File: src/valve_stuck_fault_monitor_core_assert.svh
// ---------------------------------------------------------------------------
// Assertion macros for the valve stuck fault monitor.
// Both sample on clk and are disabled while arst_n is low.
// ---------------------------------------------------------------------------
`ifndef VALVE_STUCK_FAULT_MONITOR_CORE_ASSERT_SVH
`define VALVE_STUCK_FAULT_MONITOR_CORE_ASSERT_SVH

// property must hold at every clock edge outside reset
`define VSFM_ASSERT(name, prop, msg) \
	name: assert property (@(posedge clk) disable iff (!arst_n) prop) else $error(msg);

// expression must never be true outside reset
`define VSFM_NEVER(name, expr, msg) \
	name: assert property (@(posedge clk) disable iff (!arst_n) !(expr)) else $error(msg);

`endif

File: src/vsfm_pkg.sv
// ---------------------------------------------------------------------------
// vsfm_pkg
// Shared types, register indexes, phase codes and increment scaling helpers
// for the valve stuck fault monitor.
// ---------------------------------------------------------------------------
`default_nettype none

package vsfm_pkg;

	localparam int unsigned FLOW_W     = 20;
	localparam int unsigned FLOW_MAG_W = 19;
	localparam int unsigned LIMIT_W    = 19;
	localparam int unsigned VOL_LIM_W  = 24;
	localparam int unsigned MS_W       = 16;
	localparam int unsigned STEP_W     = 16;
	localparam int unsigned VOL_W      = 32;
	localparam int unsigned PHASE_W    = 3;
	localparam int unsigned CFG_IDX_W  = 3;
	localparam int unsigned CFG_DATA_W = 24;

	// Register indexes
	localparam logic [CFG_IDX_W-1:0] CFG_EXH_FLOW_LIMIT    = 3'd0;
	localparam logic [CFG_IDX_W-1:0] CFG_EXH_VOLUME_LIMIT  = 3'd1;
	localparam logic [CFG_IDX_W-1:0] CFG_EXH_SETTLE_MS     = 3'd2;
	localparam logic [CFG_IDX_W-1:0] CFG_OPEN_FLOW_LIMIT   = 3'd3;
	localparam logic [CFG_IDX_W-1:0] CFG_OPEN_PERSIST_MS   = 3'd4;
	localparam logic [CFG_IDX_W-1:0] CFG_CLOSED_STEP_MIN   = 3'd5;
	localparam logic [CFG_IDX_W-1:0] CFG_CLOSED_FLOW_MAX   = 3'd6;
	localparam logic [CFG_IDX_W-1:0] CFG_CLOSED_PERSIST_MS = 3'd7;

	// Breath phase codes; anything above exhale means no breath
	localparam logic [PHASE_W-1:0] PH_EXH_HOLD = 3'd3;
	localparam logic [PHASE_W-1:0] PH_EXHALE   = 3'd4;

	// Volume increment is flow * CYCLE_MS / 1000, done as a multiply by a
	// rounded-up reciprocal; the shift keeps it exact for any 19-bit flow.
	localparam int unsigned MS_PER_S  = 1000;
	localparam int unsigned INC_SHIFT = 29;

	typedef struct packed {
		logic [LIMIT_W-1:0]   exh_flow_limit;
		logic [VOL_LIM_W-1:0] exh_volume_limit;
		logic [MS_W-1:0]      exh_settle_ms;
		logic [LIMIT_W-1:0]   open_flow_limit;
		logic [MS_W-1:0]      open_persist_ms;
		logic [STEP_W-1:0]    closed_step_min;
		logic [LIMIT_W-1:0]   closed_flow_max;
		logic [MS_W-1:0]      closed_persist_ms;
	} cfg_t;

	// Per-sample qualifier results, free of tracking state
	typedef struct packed {
		logic open_ok;
		logic air_hi;
		logic oxy_hi;
		logic air_lo;
		logic oxy_lo;
		logic inhale;
		logic exh_hi;
	} cond_t;

	typedef struct packed {
		logic oxy_open;
		logic oxy_closed;
		logic air_open;
		logic air_closed;
		logic exh_open;
	} faults_t;

	function automatic logic [63:0] inc_mult(input int unsigned cycle_ms);
		return ((64'(cycle_ms) << INC_SHIFT) + 64'(MS_PER_S - 1)) / 64'(MS_PER_S);
	endfunction

	function automatic int unsigned inc_mult_width(input int unsigned cycle_ms);
		return $clog2(inc_mult(cycle_ms) + 64'd1);
	endfunction

	function automatic int unsigned inc_width(input int unsigned cycle_ms);
		return FLOW_MAG_W + inc_mult_width(cycle_ms) - INC_SHIFT;
	endfunction

endpackage

`default_nettype wire

File: src/vsfm_qualify.sv
// ---------------------------------------------------------------------------
// vsfm_qualify
// Compares one registered sample against the limits, scales the exhale flow
// into a volume increment, and registers both for the tracking stage.
// ---------------------------------------------------------------------------
`default_nettype none

module vsfm_qualify import vsfm_pkg::*; #(
	parameter int unsigned CYCLE_MS = 2,
	localparam int unsigned INC_W = inc_width(CYCLE_MS)
) (
	input  wire logic                     clk,
	input  wire logic                     arst_n,
	input  wire logic                     adv,
	input  wire cfg_t                     cfg,
	input  wire logic                     valid_s1,
	input  wire logic [PHASE_W-1:0]       phase_s1,
	input  wire logic                     flow_trigger_s1,
	input  wire logic signed [FLOW_W-1:0] air_flow_s1,
	input  wire logic signed [FLOW_W-1:0] oxygen_flow_s1,
	input  wire logic signed [FLOW_W-1:0] exhale_flow_s1,
	input  wire logic [STEP_W-1:0]        air_step_s1,
	input  wire logic [STEP_W-1:0]        oxygen_step_s1,
	output logic                          valid_s2,
	output cond_t                         cond_s2,
	output logic [INC_W-1:0]              inc_s2
);

	localparam int unsigned MULT_W = inc_mult_width(CYCLE_MS);
	localparam int unsigned PROD_W = FLOW_MAG_W + MULT_W;
	localparam logic [MULT_W-1:0] MULT = MULT_W'(inc_mult(CYCLE_MS));

	cond_t             cond;
	logic [PROD_W-1:0] prod;

	always_comb begin
		cond.open_ok = ((phase_s1 == PH_EXHALE) || (phase_s1 == PH_EXH_HOLD)) &&
			!flow_trigger_s1;
		cond.air_hi  = air_flow_s1 > $signed({1'b0, cfg.open_flow_limit});
		cond.oxy_hi  = oxygen_flow_s1 > $signed({1'b0, cfg.open_flow_limit});
		cond.air_lo  = (air_step_s1 >= cfg.closed_step_min) &&
			(air_flow_s1 < $signed({1'b0, cfg.closed_flow_max}));
		cond.oxy_lo  = (oxygen_step_s1 >= cfg.closed_step_min) &&
			(oxygen_flow_s1 < $signed({1'b0, cfg.closed_flow_max}));
		cond.inhale  = phase_s1 <= PH_EXH_HOLD;
		cond.exh_hi  = exhale_flow_s1 > $signed({1'b0, cfg.exh_flow_limit});
	end

	// only used when exh_hi, so the flow is positive and its low bits suffice
	assign prod = PROD_W'(exhale_flow_s1[FLOW_MAG_W-1:0]) * PROD_W'(MULT);

	always_ff @(posedge clk or negedge arst_n) begin
		if (!arst_n) begin
			valid_s2 <= 1'b0;
		end else if (adv) begin
			valid_s2 <= valid_s1;
		end
	end

	always_ff @(posedge clk) begin
		if (adv && valid_s1) begin
			cond_s2 <= cond;
			inc_s2  <= prod[PROD_W-1:INC_SHIFT];
		end
	end

endmodule

`default_nettype wire

File: src/vsfm_track.sv
// ---------------------------------------------------------------------------
// vsfm_track
// Persistence counters and exhale volume integrator. Updates the tracking
// state once per sample and produces that sample's fault flags.
// ---------------------------------------------------------------------------
`default_nettype none

module vsfm_track import vsfm_pkg::*; #(
	parameter int unsigned CYCLE_MS = 2,
	localparam int unsigned INC_W = inc_width(CYCLE_MS)
) (
	input  wire logic             clk,
	input  wire logic             arst_n,
	input  wire logic             step_en,
	input  wire cfg_t             cfg,
	input  wire cond_t            cond_s2,
	input  wire logic [INC_W-1:0] inc_s2,
	output faults_t               faults
);

	localparam logic [MS_W:0] MS_STEP = (MS_W + 1)'(CYCLE_MS);

	typedef struct packed {
		logic            fire;
		logic [MS_W-1:0] cnt;
	} cnt_upd_t;

	logic [MS_W-1:0]  oxy_open_ms_q, oxy_closed_ms_q, air_open_ms_q, air_closed_ms_q;
	logic [MS_W-1:0]  inhale_ms_q;
	logic [VOL_W-1:0] volume_q;

	cnt_upd_t         oxy_open_u, oxy_closed_u, air_open_u, air_closed_u;
	logic [MS_W-1:0]  inhale_ms_d;
	logic [VOL_W-1:0] volume_d;
	logic [VOL_W:0]   vol_sum;
	logic             exh_fire;

	function automatic logic [MS_W-1:0] add_ms(input logic [MS_W-1:0] c);
		logic [MS_W:0] s;
		s = {1'b0, c} + MS_STEP;
		return s[MS_W] ? '1 : s[MS_W-1:0];
	endfunction

	// not eligible: counter clears and nothing fires
	function automatic cnt_upd_t persist_upd(
		input logic [MS_W-1:0] c,
		input logic            eligible,
		input logic            hit,
		input logic [MS_W-1:0] persist
	);
		cnt_upd_t r;
		r.fire = 1'b0;
		r.cnt  = '0;
		if (eligible) begin
			r.cnt = hit ? add_ms(c) : '0;
			if (r.cnt >= persist) begin
				r.fire = 1'b1;
				r.cnt  = '0;
			end
		end
		return r;
	endfunction

	assign vol_sum = {1'b0, volume_q} + (VOL_W + 1)'(inc_s2);

	always_comb begin
		oxy_open_u   = persist_upd(oxy_open_ms_q, cond_s2.open_ok, cond_s2.oxy_hi,
			cfg.open_persist_ms);
		air_open_u   = persist_upd(air_open_ms_q, cond_s2.open_ok, cond_s2.air_hi,
			cfg.open_persist_ms);
		oxy_closed_u = persist_upd(oxy_closed_ms_q, 1'b1, cond_s2.oxy_lo,
			cfg.closed_persist_ms);
		air_closed_u = persist_upd(air_closed_ms_q, 1'b1, cond_s2.air_lo,
			cfg.closed_persist_ms);

		inhale_ms_d = '0;
		volume_d    = '0;
		exh_fire    = 1'b0;
		if (cond_s2.inhale) begin
			inhale_ms_d = add_ms(inhale_ms_q);
			volume_d    = volume_q;
			if (inhale_ms_d >= cfg.exh_settle_ms) begin
				if (cond_s2.exh_hi) begin
					volume_d = vol_sum[VOL_W] ? '1 : vol_sum[VOL_W-1:0];
				end
				if (volume_d > VOL_W'(cfg.exh_volume_limit)) begin
					inhale_ms_d = '0;
					volume_d    = '0;
					exh_fire    = 1'b1;
				end
			end
		end
	end

	assign faults.oxy_open   = oxy_open_u.fire;
	assign faults.oxy_closed = oxy_closed_u.fire;
	assign faults.air_open   = air_open_u.fire;
	assign faults.air_closed = air_closed_u.fire;
	assign faults.exh_open   = exh_fire;

	always_ff @(posedge clk or negedge arst_n) begin
		if (!arst_n) begin
			oxy_open_ms_q   <= '0;
			oxy_closed_ms_q <= '0;
			air_open_ms_q   <= '0;
			air_closed_ms_q <= '0;
			inhale_ms_q     <= '0;
			volume_q        <= '0;
		end else if (step_en) begin
			oxy_open_ms_q   <= oxy_open_u.cnt;
			oxy_closed_ms_q <= oxy_closed_u.cnt;
			air_open_ms_q   <= air_open_u.cnt;
			air_closed_ms_q <= air_closed_u.cnt;
			inhale_ms_q     <= inhale_ms_d;
			volume_q        <= volume_d;
		end
	end

`include "valve_stuck_fault_monitor_core_assert.svh"

	// volume only grows once the settle time has run, and both clear together
	`VSFM_NEVER(a_volume_without_time, (volume_q != '0) && (inhale_ms_q == '0), "volume held with no inhale time")
	`VSFM_ASSERT(a_air_open_fire_clears, (step_en && faults.air_open) |=> (air_open_ms_q == '0), "air open counter not cleared after fault")
	`VSFM_ASSERT(a_exh_fire_in_inhale, faults.exh_open |-> cond_s2.inhale, "exhale fault outside inhale phases")

endmodule

`default_nettype wire

File: src/valve_stuck_fault_monitor_core.sv
// Pipeline: an accepted request passes through the input register, the qualifier
// register and the result register before its fault flags show on the output.
// Throughput: one request per clock; a stalled output holds the pipeline.
// Reset (arst_n low): pipeline valids, counters and volume clear, and all
// limit registers return to their default values.
// ---------------------------------------------------------------------------
// valve_stuck_fault_monitor_core
// Air, oxygen and exhale valve stuck open / stuck closed fault monitor.
// ---------------------------------------------------------------------------
`default_nettype none

module valve_stuck_fault_monitor_core import vsfm_pkg::*; #(
	parameter int unsigned CYCLE_MS   = 2,
	parameter int unsigned FLOW_SCALE = 100
) (
	input  wire logic                     clk,
	input  wire logic                     arst_n,
	input  wire logic                     cfg_wr_en,
	input  wire logic [CFG_IDX_W-1:0]     cfg_index,
	input  wire logic [CFG_DATA_W-1:0]    cfg_data,
	input  wire logic                     in_valid,
	output logic                          in_stall,
	input  wire logic [PHASE_W-1:0]       phase,
	input  wire logic                     flow_trigger,
	input  wire logic signed [FLOW_W-1:0] air_flow,
	input  wire logic signed [FLOW_W-1:0] oxygen_flow,
	input  wire logic signed [FLOW_W-1:0] exhale_flow,
	input  wire logic [STEP_W-1:0]        air_step,
	input  wire logic [STEP_W-1:0]        oxygen_step,
	output logic                          out_valid,
	input  wire logic                     out_stall,
	output logic                          oxygen_open_fault,
	output logic                          oxygen_closed_fault,
	output logic                          air_open_fault,
	output logic                          air_closed_fault,
	output logic                          exhale_open_fault
);

	localparam int unsigned INC_W = inc_width(CYCLE_MS);

	localparam logic [LIMIT_W-1:0]   RST_EXH_FLOW  = LIMIT_W'(50 * FLOW_SCALE);
	localparam logic [VOL_LIM_W-1:0] RST_EXH_VOL   = VOL_LIM_W'(30 * FLOW_SCALE);
	localparam logic [LIMIT_W-1:0]   RST_OPEN_FLOW = LIMIT_W'(833 * FLOW_SCALE);

	cfg_t                     cfg_q;
	logic                     adv;
	logic                     valid_s1, valid_s2;
	logic [PHASE_W-1:0]       phase_s1;
	logic                     flow_trigger_s1;
	logic signed [FLOW_W-1:0] air_flow_s1, oxygen_flow_s1, exhale_flow_s1;
	logic [STEP_W-1:0]        air_step_s1, oxygen_step_s1;
	cond_t                    cond_s2;
	logic [INC_W-1:0]         inc_s2;
	faults_t                  faults;
	faults_t                  faults_q;

	always_ff @(posedge clk or negedge arst_n) begin
		if (!arst_n) begin
			cfg_q.exh_flow_limit    <= RST_EXH_FLOW;
			cfg_q.exh_volume_limit  <= RST_EXH_VOL;
			cfg_q.exh_settle_ms     <= MS_W'(100);
			cfg_q.open_flow_limit   <= RST_OPEN_FLOW;
			cfg_q.open_persist_ms   <= MS_W'(60);
			cfg_q.closed_step_min   <= STEP_W'(333);
			cfg_q.closed_flow_max   <= LIMIT_W'(333);
			cfg_q.closed_persist_ms <= MS_W'(100);
		end else if (cfg_wr_en) begin
			unique case (cfg_index)
				CFG_EXH_FLOW_LIMIT:    cfg_q.exh_flow_limit    <= cfg_data[LIMIT_W-1:0];
				CFG_EXH_VOLUME_LIMIT:  cfg_q.exh_volume_limit  <= cfg_data[VOL_LIM_W-1:0];
				CFG_EXH_SETTLE_MS:     cfg_q.exh_settle_ms     <= cfg_data[MS_W-1:0];
				CFG_OPEN_FLOW_LIMIT:   cfg_q.open_flow_limit   <= cfg_data[LIMIT_W-1:0];
				CFG_OPEN_PERSIST_MS:   cfg_q.open_persist_ms   <= cfg_data[MS_W-1:0];
				CFG_CLOSED_STEP_MIN:   cfg_q.closed_step_min   <= cfg_data[STEP_W-1:0];
				CFG_CLOSED_FLOW_MAX:   cfg_q.closed_flow_max   <= cfg_data[LIMIT_W-1:0];
				CFG_CLOSED_PERSIST_MS: cfg_q.closed_persist_ms <= cfg_data[MS_W-1:0];
				default: ;
			endcase
		end
	end

	// whole pipeline moves unless a result is waiting and the sink stalls
	assign adv      = !(out_valid && out_stall);
	assign in_stall = !adv;

	always_ff @(posedge clk or negedge arst_n) begin
		if (!arst_n) begin
			valid_s1 <= 1'b0;
		end else if (adv) begin
			valid_s1 <= in_valid;
		end
	end

	always_ff @(posedge clk) begin
		if (adv && in_valid) begin
			phase_s1        <= phase;
			flow_trigger_s1 <= flow_trigger;
			air_flow_s1     <= air_flow;
			oxygen_flow_s1  <= oxygen_flow;
			exhale_flow_s1  <= exhale_flow;
			air_step_s1     <= air_step;
			oxygen_step_s1  <= oxygen_step;
		end
	end

	vsfm_qualify #(
		.CYCLE_MS(CYCLE_MS)
	) u_qualify (
		.clk            (clk),
		.arst_n         (arst_n),
		.adv            (adv),
		.cfg            (cfg_q),
		.valid_s1       (valid_s1),
		.phase_s1       (phase_s1),
		.flow_trigger_s1(flow_trigger_s1),
		.air_flow_s1    (air_flow_s1),
		.oxygen_flow_s1 (oxygen_flow_s1),
		.exhale_flow_s1 (exhale_flow_s1),
		.air_step_s1    (air_step_s1),
		.oxygen_step_s1 (oxygen_step_s1),
		.valid_s2       (valid_s2),
		.cond_s2        (cond_s2),
		.inc_s2         (inc_s2)
	);

	vsfm_track #(
		.CYCLE_MS(CYCLE_MS)
	) u_track (
		.clk    (clk),
		.arst_n (arst_n),
		.step_en(adv && valid_s2),
		.cfg    (cfg_q),
		.cond_s2(cond_s2),
		.inc_s2 (inc_s2),
		.faults (faults)
	);

	always_ff @(posedge clk or negedge arst_n) begin
		if (!arst_n) begin
			out_valid <= 1'b0;
		end else if (adv) begin
			out_valid <= valid_s2;
		end
	end

	always_ff @(posedge clk) begin
		if (adv && valid_s2) begin
			faults_q <= faults;
		end
	end

	assign oxygen_open_fault   = faults_q.oxy_open;
	assign oxygen_closed_fault = faults_q.oxy_closed;
	assign air_open_fault      = faults_q.air_open;
	assign air_closed_fault    = faults_q.air_closed;
	assign exhale_open_fault   = faults_q.exh_open;

endmodule

`default_nettype wire

File: config.mk
export PLATFORM = sky130hd
export DESIGN_NAME = valve_stuck_fault_monitor_core
export DESIGN_NICKNAME = d
export VERILOG_FILES = /design/src/vsfm_pkg.sv /design/src/vsfm_qualify.sv /design/src/vsfm_track.sv /design/src/valve_stuck_fault_monitor_core.sv
export VERILOG_INCLUDE_DIRS = /design/src /design/src/src
export SDC_FILE = /design/constraint.sdc
export NUM_CORES = 1
export LEC_CHECK = 0
export ABC_AREA = 1
export BUFFER_PORTS_ARGS = -buffer_cell sky130_fd_sc_hd__buf_4
export CORE_ASPECT_RATIO = 1.25
export CORE_MARGIN = 4
export CORE_UTILIZATION = 25
export CTS_CLUSTER_SIZE = 8
export DETAILED_ROUTE_END_ITERATION = 6
export MAX_ROUTING_LAYER = met4
export PLACE_DENSITY_LB_ADDON = 0.12
export REMOVE_ABC_BUFFERS = 1
export SYNTH_ARGS = -nofsm -noshare
export SYNTH_HDL_FRONTEND = slang
export SYNTH_SLANG_ARGS = --single-unit
File: constraint.sdc
create_clock -name clk -period 6.4 [get_ports clk]
set_input_delay 0.32 -clock clk [delete_from_list [all_inputs] [get_ports clk]]
set_output_delay 0.32 -clock clk [all_outputs]
set_load 0.005 [all_outputs]
==> flow_summary.yaml, run 1 <==
run:
  drv_cap: 0
route:
  drc: 0
  wl_per_cell_um: 17.7
  ant_nets: 0
  drt_iter0_drc: 1149
  routed_wl_mm: 90.4
  routed_via_density: 4.41
  drt_pass1_iterations: 5
  via_count: 22483
cts:
  htree_levels: 2
  cts_tree: "yes"
  cts_buffers: 55
  clockBufferDepth: 3
  ctsResizeCount: 0
  clk_pin_slew_worst_paths_ns: 0.06
  cts_root_buf: "clkbuf_16"
  numClockSinks: 379
  clkLatencyLatePin_ns: 0.68
placement:
  port_buffers: 134
  dpl_cell_area_um2: 30700
  dp_slack_ns: 0.734
  hpwlAfterDp_mm: 68.2
  placed_cells: 4881
  gp_congestion: 0.819
timing:
  finalCritPeriodShare: 0.879
  setup_tns_ns: 0
  slew_headroom: 0.224
  max_freq_mhz: 178
  tightest_slew_ns: 1.16
  rsz0062_at_grt: "no"
  slew_viol_final: 0
  fin_skew_ns: 0.0796
  hold_viol: 0
  fin_crit_ns: 5.62
  setup_violations: 0
  worst_slack_ns: 0.777
logic_synthesis:
  async_flop_share: 0.686
  synthCells: 3342
  synth_area_leader_cell: "dfrtp_1"
  synth_seq_cells: 379
  ys_warn_count: 0
  synth_area_leaders: "dfrtp_1 (20%), ha_1 (18%), edfxtp_1 (13%)"
  ys_seq_area_frac: 0.361
  synthFlopType: "dfrtp_1"
  syn_area_um2: 28000
  ys_types: 55
  synth.avg_cell_area_um2: 8.39
  synth_edf_count: 119
  yosysTopAreaCellShare: 0.197
critical_path:
  critPathRequiredTime_ns: 6.76
  crit_chain: "fa_1 > inv_1 > fa_1 > inv_1 > fa_1 > fa_1 > fa_1 > inv_1 > fa_1 > inv_1 > ha_1 > nand2_1 > nor4_1 > o21ai_0 > nand2_1 > nand2_1 > o211ai_1 > and2_1 > nor2_1"
  setup.worst_path.end_class: "flip-flop"
  path_common_cell: "fa_1"
  start_kind: "flip-flop"
  path_max_fanout: 8
  crit_type: "reg -> reg"
  slowest_delay_ns: 0.59
  arrival_ns: 5.99
  crit_slowest_cell: "edfxtp_1"
min_path:
  hold_path_class: "in -> reg"
grt:
  grt_use_met2: 0.285
  grt.busiest_layer: "met2"
  gr-usage-all-layers: 0.160
  antenna_found_initial: 6
  grt_start_max_net_pins: 132
  first_global_vias: 23353
  met1_usage: 0.194
  gr-total-overflow: 0
  grtUsageMet3: 0.0183
  grt_pass1_wl_mm: 140
cells_and_area:
  mostFrequentLayoutCells: "nand2_1 (717), inv_1 (605), ha_1 (407)"
  layout.cells.non_filler: 5103
  finish.instance_area_um2: 33600
  nets: 4215
  final_common_cell: "nand2_1"
  final_core_util: 0.301
  area_growth_pct: 19.7
  drive_gt1_frac: 0.0887
power:
  max-vdd-ir-drop_mv: 0.299
  leakagePower_nw: 16.6
  seq_power_share: 0.271
  p_int_w: 0.00662
  switchingPower_w: 0.00506
  switching_share: 0.433
  power_frac_clock: 0.246
  comb_power_share: 0.483
  p_per_area_nw_per_um2: 348
die:
  core_area_um2: 111000
  io_pins: 135
  die_width_um: 307
  fp.dieH_um: 382
  die_area_um2: 118000
  initial_core_util: 0.252
  row_count: 137
outcome:
  status: "finished clean"
-- worst paths after layout --
kind                                        to  cells after the start          startpoint  slack, ns
max                        u_qualify.inc_s2[9]                     19  exhale_flow_s1[18]       0.78
min                                  cfg_q[34]                      3        cfg_data[18]       0.06
max reg2reg                u_qualify.inc_s2[9]                     19  exhale_flow_s1[18]       0.78
min reg2reg                          cfg_q[20]                      2           cfg_q[20]       0.48
max in group asynchronous           cfg_q[122]                      3              arst_n       4.80
min in group asynchronous            cfg_q[23]                      2              arst_n       0.28
-- flip-flops by register name, summed over array words and instances, names as in the netlist, 3 cells and up --
register and count:
air_flow_s1 20, cfg_q 145, exhale_flow_s1 20, phase_s1 3, u_track.oxy_closed_ms_q 16, oxygen_flow_s1 20
air_step_s1 16, u_track.air_open_ms_q 16, u_qualify.inc_s2 11, u_track.oxy_open_ms_q 16, u_qualify.cond_s2 7, u_track.air_closed_ms_q 16
u_track.volume_q 32, u_track.inhale_ms_q 16, oxygen_step_s1 16
-- layout make-up --
class	instances	area, um2
Timing Repair Buffer	272	2360
Antenna cell	1	2.50
Clock inverter	5	68.8
Sequential cell	379	10100
Clock buffer	97	1570
Multi-Input combinational cell	2276	15300
Inverter	614	2310
Tap cell	1459	1830
Fill cell	11986	77900
-- layer usage --
layer / part of all wire / up-vias
met4: 0.020 / 0
met5: 0 / -
met2: 0.51 / 311
met1: 0.44 / 10566
met3: 0.030 / 107
li1: - / 11499
-- power by group through the flow --
stage / logic, W / registers (W) / clock network, W
2_1_floorplan: 0.00388 / 0.00312 / 0
3_3_place_gp: 0.00566 / 0.00322 / 0
3_5_place_dp: 0.00562 / 0.00322 / 0
4_1_cts: 0.00573 / 0.00318 / 0.00301
5_1_grt: 0.00656 / 0.00321 / 0.00310
6_report: 0.00564 / 0.00317 / 0.00287
-- Yosys cell counts (12+ instances only) --
master,count
a21oi_1,194
a21oi_2,13
clkbuf_1,63
dfrtp_1,221
dfstp_2,39
edfxtp_1,119
fa_1,82
ha_1,407
inv_1,606
nand2_1,718
nand3_1,95
nand4_1,68
nor2_1,185
nor3_1,41
o21ai_0,241
o22ai_1,55
o31ai_1,12
or2_2,12
xor2_1,36
-- stage by stage --
step	hold slack, ns	total power, W
after detailed placement	0.389	0.00883
after global routing	0.0381	0.0129
after CTS	0.00170	0.0119
after global placement	0.390	0.00888
after floorplan	0.0244	0.00700
final	0.0550	0.0117
-- logic make-up (layout without fill, tap and decap cells) --
group / count (synthesis) / after routing / synth area share
other: 0 / 1 / 0
and+or+nand+nor: 1160 / 1160 / 0.175
DFF: 379 / 379 / 0.361
buffers and inverters: 687 / 988 / 0.0937
xor gates and xnor gates: 45 / 45 / 0.0141
AOI/OAI and AO/OA: 582 / 582 / 0.116
adders and majority gates: 489 / 489 / 0.240
-- timing repair --
action	CTS	global route
buffers inserted	0	0
hold buffers	119	0
hold endpoints to repair	168	0
-- worst max-delay path, delay by kind of cell (launching register included) --
| family | cells | cell delay (ns) |
|---|---|---|
| adders and majority gates | 7 | 3.44 |
| and+or+nand+nor | 6 | 0.88 |
| DFF | 1 | 0.59 |
| AOI/OAI and AO/OA | 2 | 0.28 |
| buffers and inverters | 4 | 0.19 |
(Power assumes the default switching activity.)
==> inputs of run 2 (changes only) <==
--- a/config.mk
+++ b/config.mk
@@ -15,6 +15,7 @@
 export DETAILED_ROUTE_END_ITERATION = 6
 export MAX_ROUTING_LAYER = met4
 export PLACE_DENSITY_LB_ADDON = 0.12
+export RECOVER_POWER = 25
 export REMOVE_ABC_BUFFERS = 1
 export SYNTH_ARGS = -nofsm -noshare
 export SYNTH_HDL_FRONTEND = slang
==> constraint.sdc (replaced) <==
create_clock -name clk -period 5.95 [get_ports clk]
set_input_delay 0.2975 -clock clk [delete_from_list [all_inputs] [get_ports clk]]
set_output_delay 0.2975 -clock clk [all_outputs]
set_load 0.005 [all_outputs]
==> run 2 against run 1 <==
- critical path type unchanged
- the flow now finishes with violations (DRC, capacitance limit, slew limit)
- via count is essentially flat
- count of clock-buffer cells in the layout is the same
- highest routed layer unchanged
- maximum frequency grew 1.8%
- global-route usage is essentially flat
- sequential share of layout area is essentially flat
- sequential power grew 7.3%
- first-iteration DRC count shrank 19%
- core utilization is essentially flat
==> flow_summary.yaml, run 2 (synthesis gave the netlist of run 1 again) <==
route:
  drt_pass1_iterations: 7
  drt_iter0_drc: 925
  via_count: 22494
  routed_wl_mm: 90.0
  routed_via_density: 4.40
  ant_nets: 0
  drc: 1
  wl_per_cell_um: 17.6
critical_path:
  critPathTopFamily: "adder cells"
  start_kind: "flip-flop"
  crit_slowest_cell: "fa_1"
  path_max_fanout: 4
  critPathRequiredTime_ns: 6.34
  path_depth: 19
  arrival_ns: 5.91
  r2r_cells: 19
  crit_type: "reg -> reg"
  crit_chain: "fa_1 > inv_1 > fa_1 > inv_1 > fa_1 > fa_1 > fa_1 > inv_1 > fa_1 > inv_1 > ha_1 > nand2_1 > nor4_1 > o21ai_0 > nand2_1 > nand2_1 > o211ai_1 > and2_1 > nor2_1"
  slowest_delay_ns: 0.56
  cp_num_buf_inv: 4
  rrSetupSlack_ns: 0.43
  path_common_cell: "fa_1"
  setup.worst_path.end_class: "flip-flop"
grt:
  gr-total-overflow: 0
  first_global_vias: 23818
  antenna_found_initial: 7
  gr-usage-all-layers: 0.160
  grt_pass1_wl_mm: 141
  grt_start_max_net_pins: 104
min_path:
  hold_path_class: "in -> reg"
  hold_path_depth: 3
run:
  drv_cap: 5
die:
  initial_core_util: 0.252
  row_count: 137
  core_area_um2: 111000
  die_width_um: 307
  io_pins: 135
  die_area_um2: 118000
  fp.dieH_um: 382
timing:
  fin_skew_ns: 0.0443
  max_freq_mhz: 181
  slew_viol_final: 247
  tightest_slew_ns: 2.81
  fin_crit_ns: 5.52
  hold_viol: 0
  finalCritPeriodShare: 0.928
  setup_violations: 0
  rsz0062_at_grt: "no"
  setup_tns_ns: 0
  slew_headroom: -0.873
power:
  p_per_area_nw_per_um2: 375
  max-vdd-ir-drop_mv: 0.250
  totalPowerFinal_w: 0.0126
  leakagePower_nw: 16.5
placement:
  dpl_cell_area_um2: 30800
  placed_cells: 4887
  gp_congestion: 0.831
  port_buffers: 134
  hpwlAfterDp_mm: 68.4
cts:
  post_cts_buffers: 0
  htree_levels: 2
  clkLatencyLatePin_ns: 0.66
  cts_buffers: 56
  clk_pin_slew_worst_paths_ns: 0.05
  cts_root_buf: "clkbuf_16"
  clockBufferDepth: 3
  numClockSinks: 379
  cts_tree: "yes"
cells_and_area:
  area_growth_pct: 19.9
  mostFrequentLayoutCells: "nand2_1 (717), inv_1 (605), ha_1 (407)"
  drive_gt1_frac: 0.0863
  nets: 4221
  largest_reg_flops: 145
  layout.cells.non_filler: 5109
  regMostFlops: "cfg_q"
  reg_top3: "cfg_q x145, u_track.volume_q x32"
  final_common_cell: "nand2_1"
  finish.instance_area_um2: 33600
outcome:
  status: "complete, but fails checks"
  violations: "DRC, capacitance limit, slew limit"
==> run 2: changes by cell type in the layout (fill, tap and decap cells not counted), moves of 3 or more <==
cell | before | now
clkbuf_16 | 55 | 58
clkbuf_1 | 38 | 51
buf_4 | 151 | 54
clkbuf_4 | 0 | 87
==> run 2: cell type report <==
cell class              count  area, um2
repair buffers            277       2320
well taps                1459       1830
fillers                 11948      77800
inverters                 614       2310
clock inverters             5       76.3
diodes                      2       5.00
flip-flops and latches    379      10100
clock buffers              97       1640
multi-input cells        2276      15300
==> run 2: final timing paths <==
| path | to | startpoint |
|---|---|---|
| worst max-delay path | u_qualify.inc_s2[9] | exhale_flow_s1[16] |
| worst min-delay path | out_valid | out_stall |
| worst max register to register | u_qualify.inc_s2[9] | exhale_flow_s1[16] |
| worst min register to register | u_track.inhale_ms_q[15] | u_track.inhale_ms_q[15] |
| max in group asynchronous | u_track.air_open_ms_q[4] | arst_n |
| min in group asynchronous | cfg_q[23] | arst_n |
==> run 2: power by group <==
| part | leakage (nW) | internal, W | switching, W |
|---|---|---|---|
| Sequential | 4.46 | 0.00314 | 0.000251 |
| Clock | 0.820 | 0.00185 | 0.00131 |
| Combinational | 11.3 | 0.00219 | 0.00385 |
| Total | 16.5 | 0.00719 | 0.00541 |
==> run 2: timing repair <==
action,in CTS,in global routing
hold buffers,118,0
hold endpoints to repair,193,0
gates resized for setup,0,0
==> run 2: per-layer routing <==
metal / track usage / part of all wire / vias to the layer above
met3: 0.0160 / 0.027 / 103
met4: 0.0455 / 0.026 / 0
met5: - / 0 / -
met2: 0.288 / 0.52 / 294
met1: 0.189 / 0.43 / 10580
li1: - / - / 11517
==> run 2: worst min-delay path, stage by stage <==
cell	delay (ns)
buf_4	0.07
nand2_1	0.17
nand2_1	0.11
==> run 2: metrics by stage <==
| stage | util | hold slack, ns | setup WS, ns |
|---|---|---|---|
| 3_5_place_dp | 0.276 | 0.432 | 0.450 |
| 2_1_floorplan | - | 0.00191 | 0.331 |
| 4_1_cts | 0.302 | 0.00564 | 0.433 |
| 6_report | 0.302 | 0.0677 | 0.428 |
| 5_1_grt | 0.301 | 0.0398 | 0.206 |
| 3_3_place_gp | 0.276 | 0.430 | 0.468 |
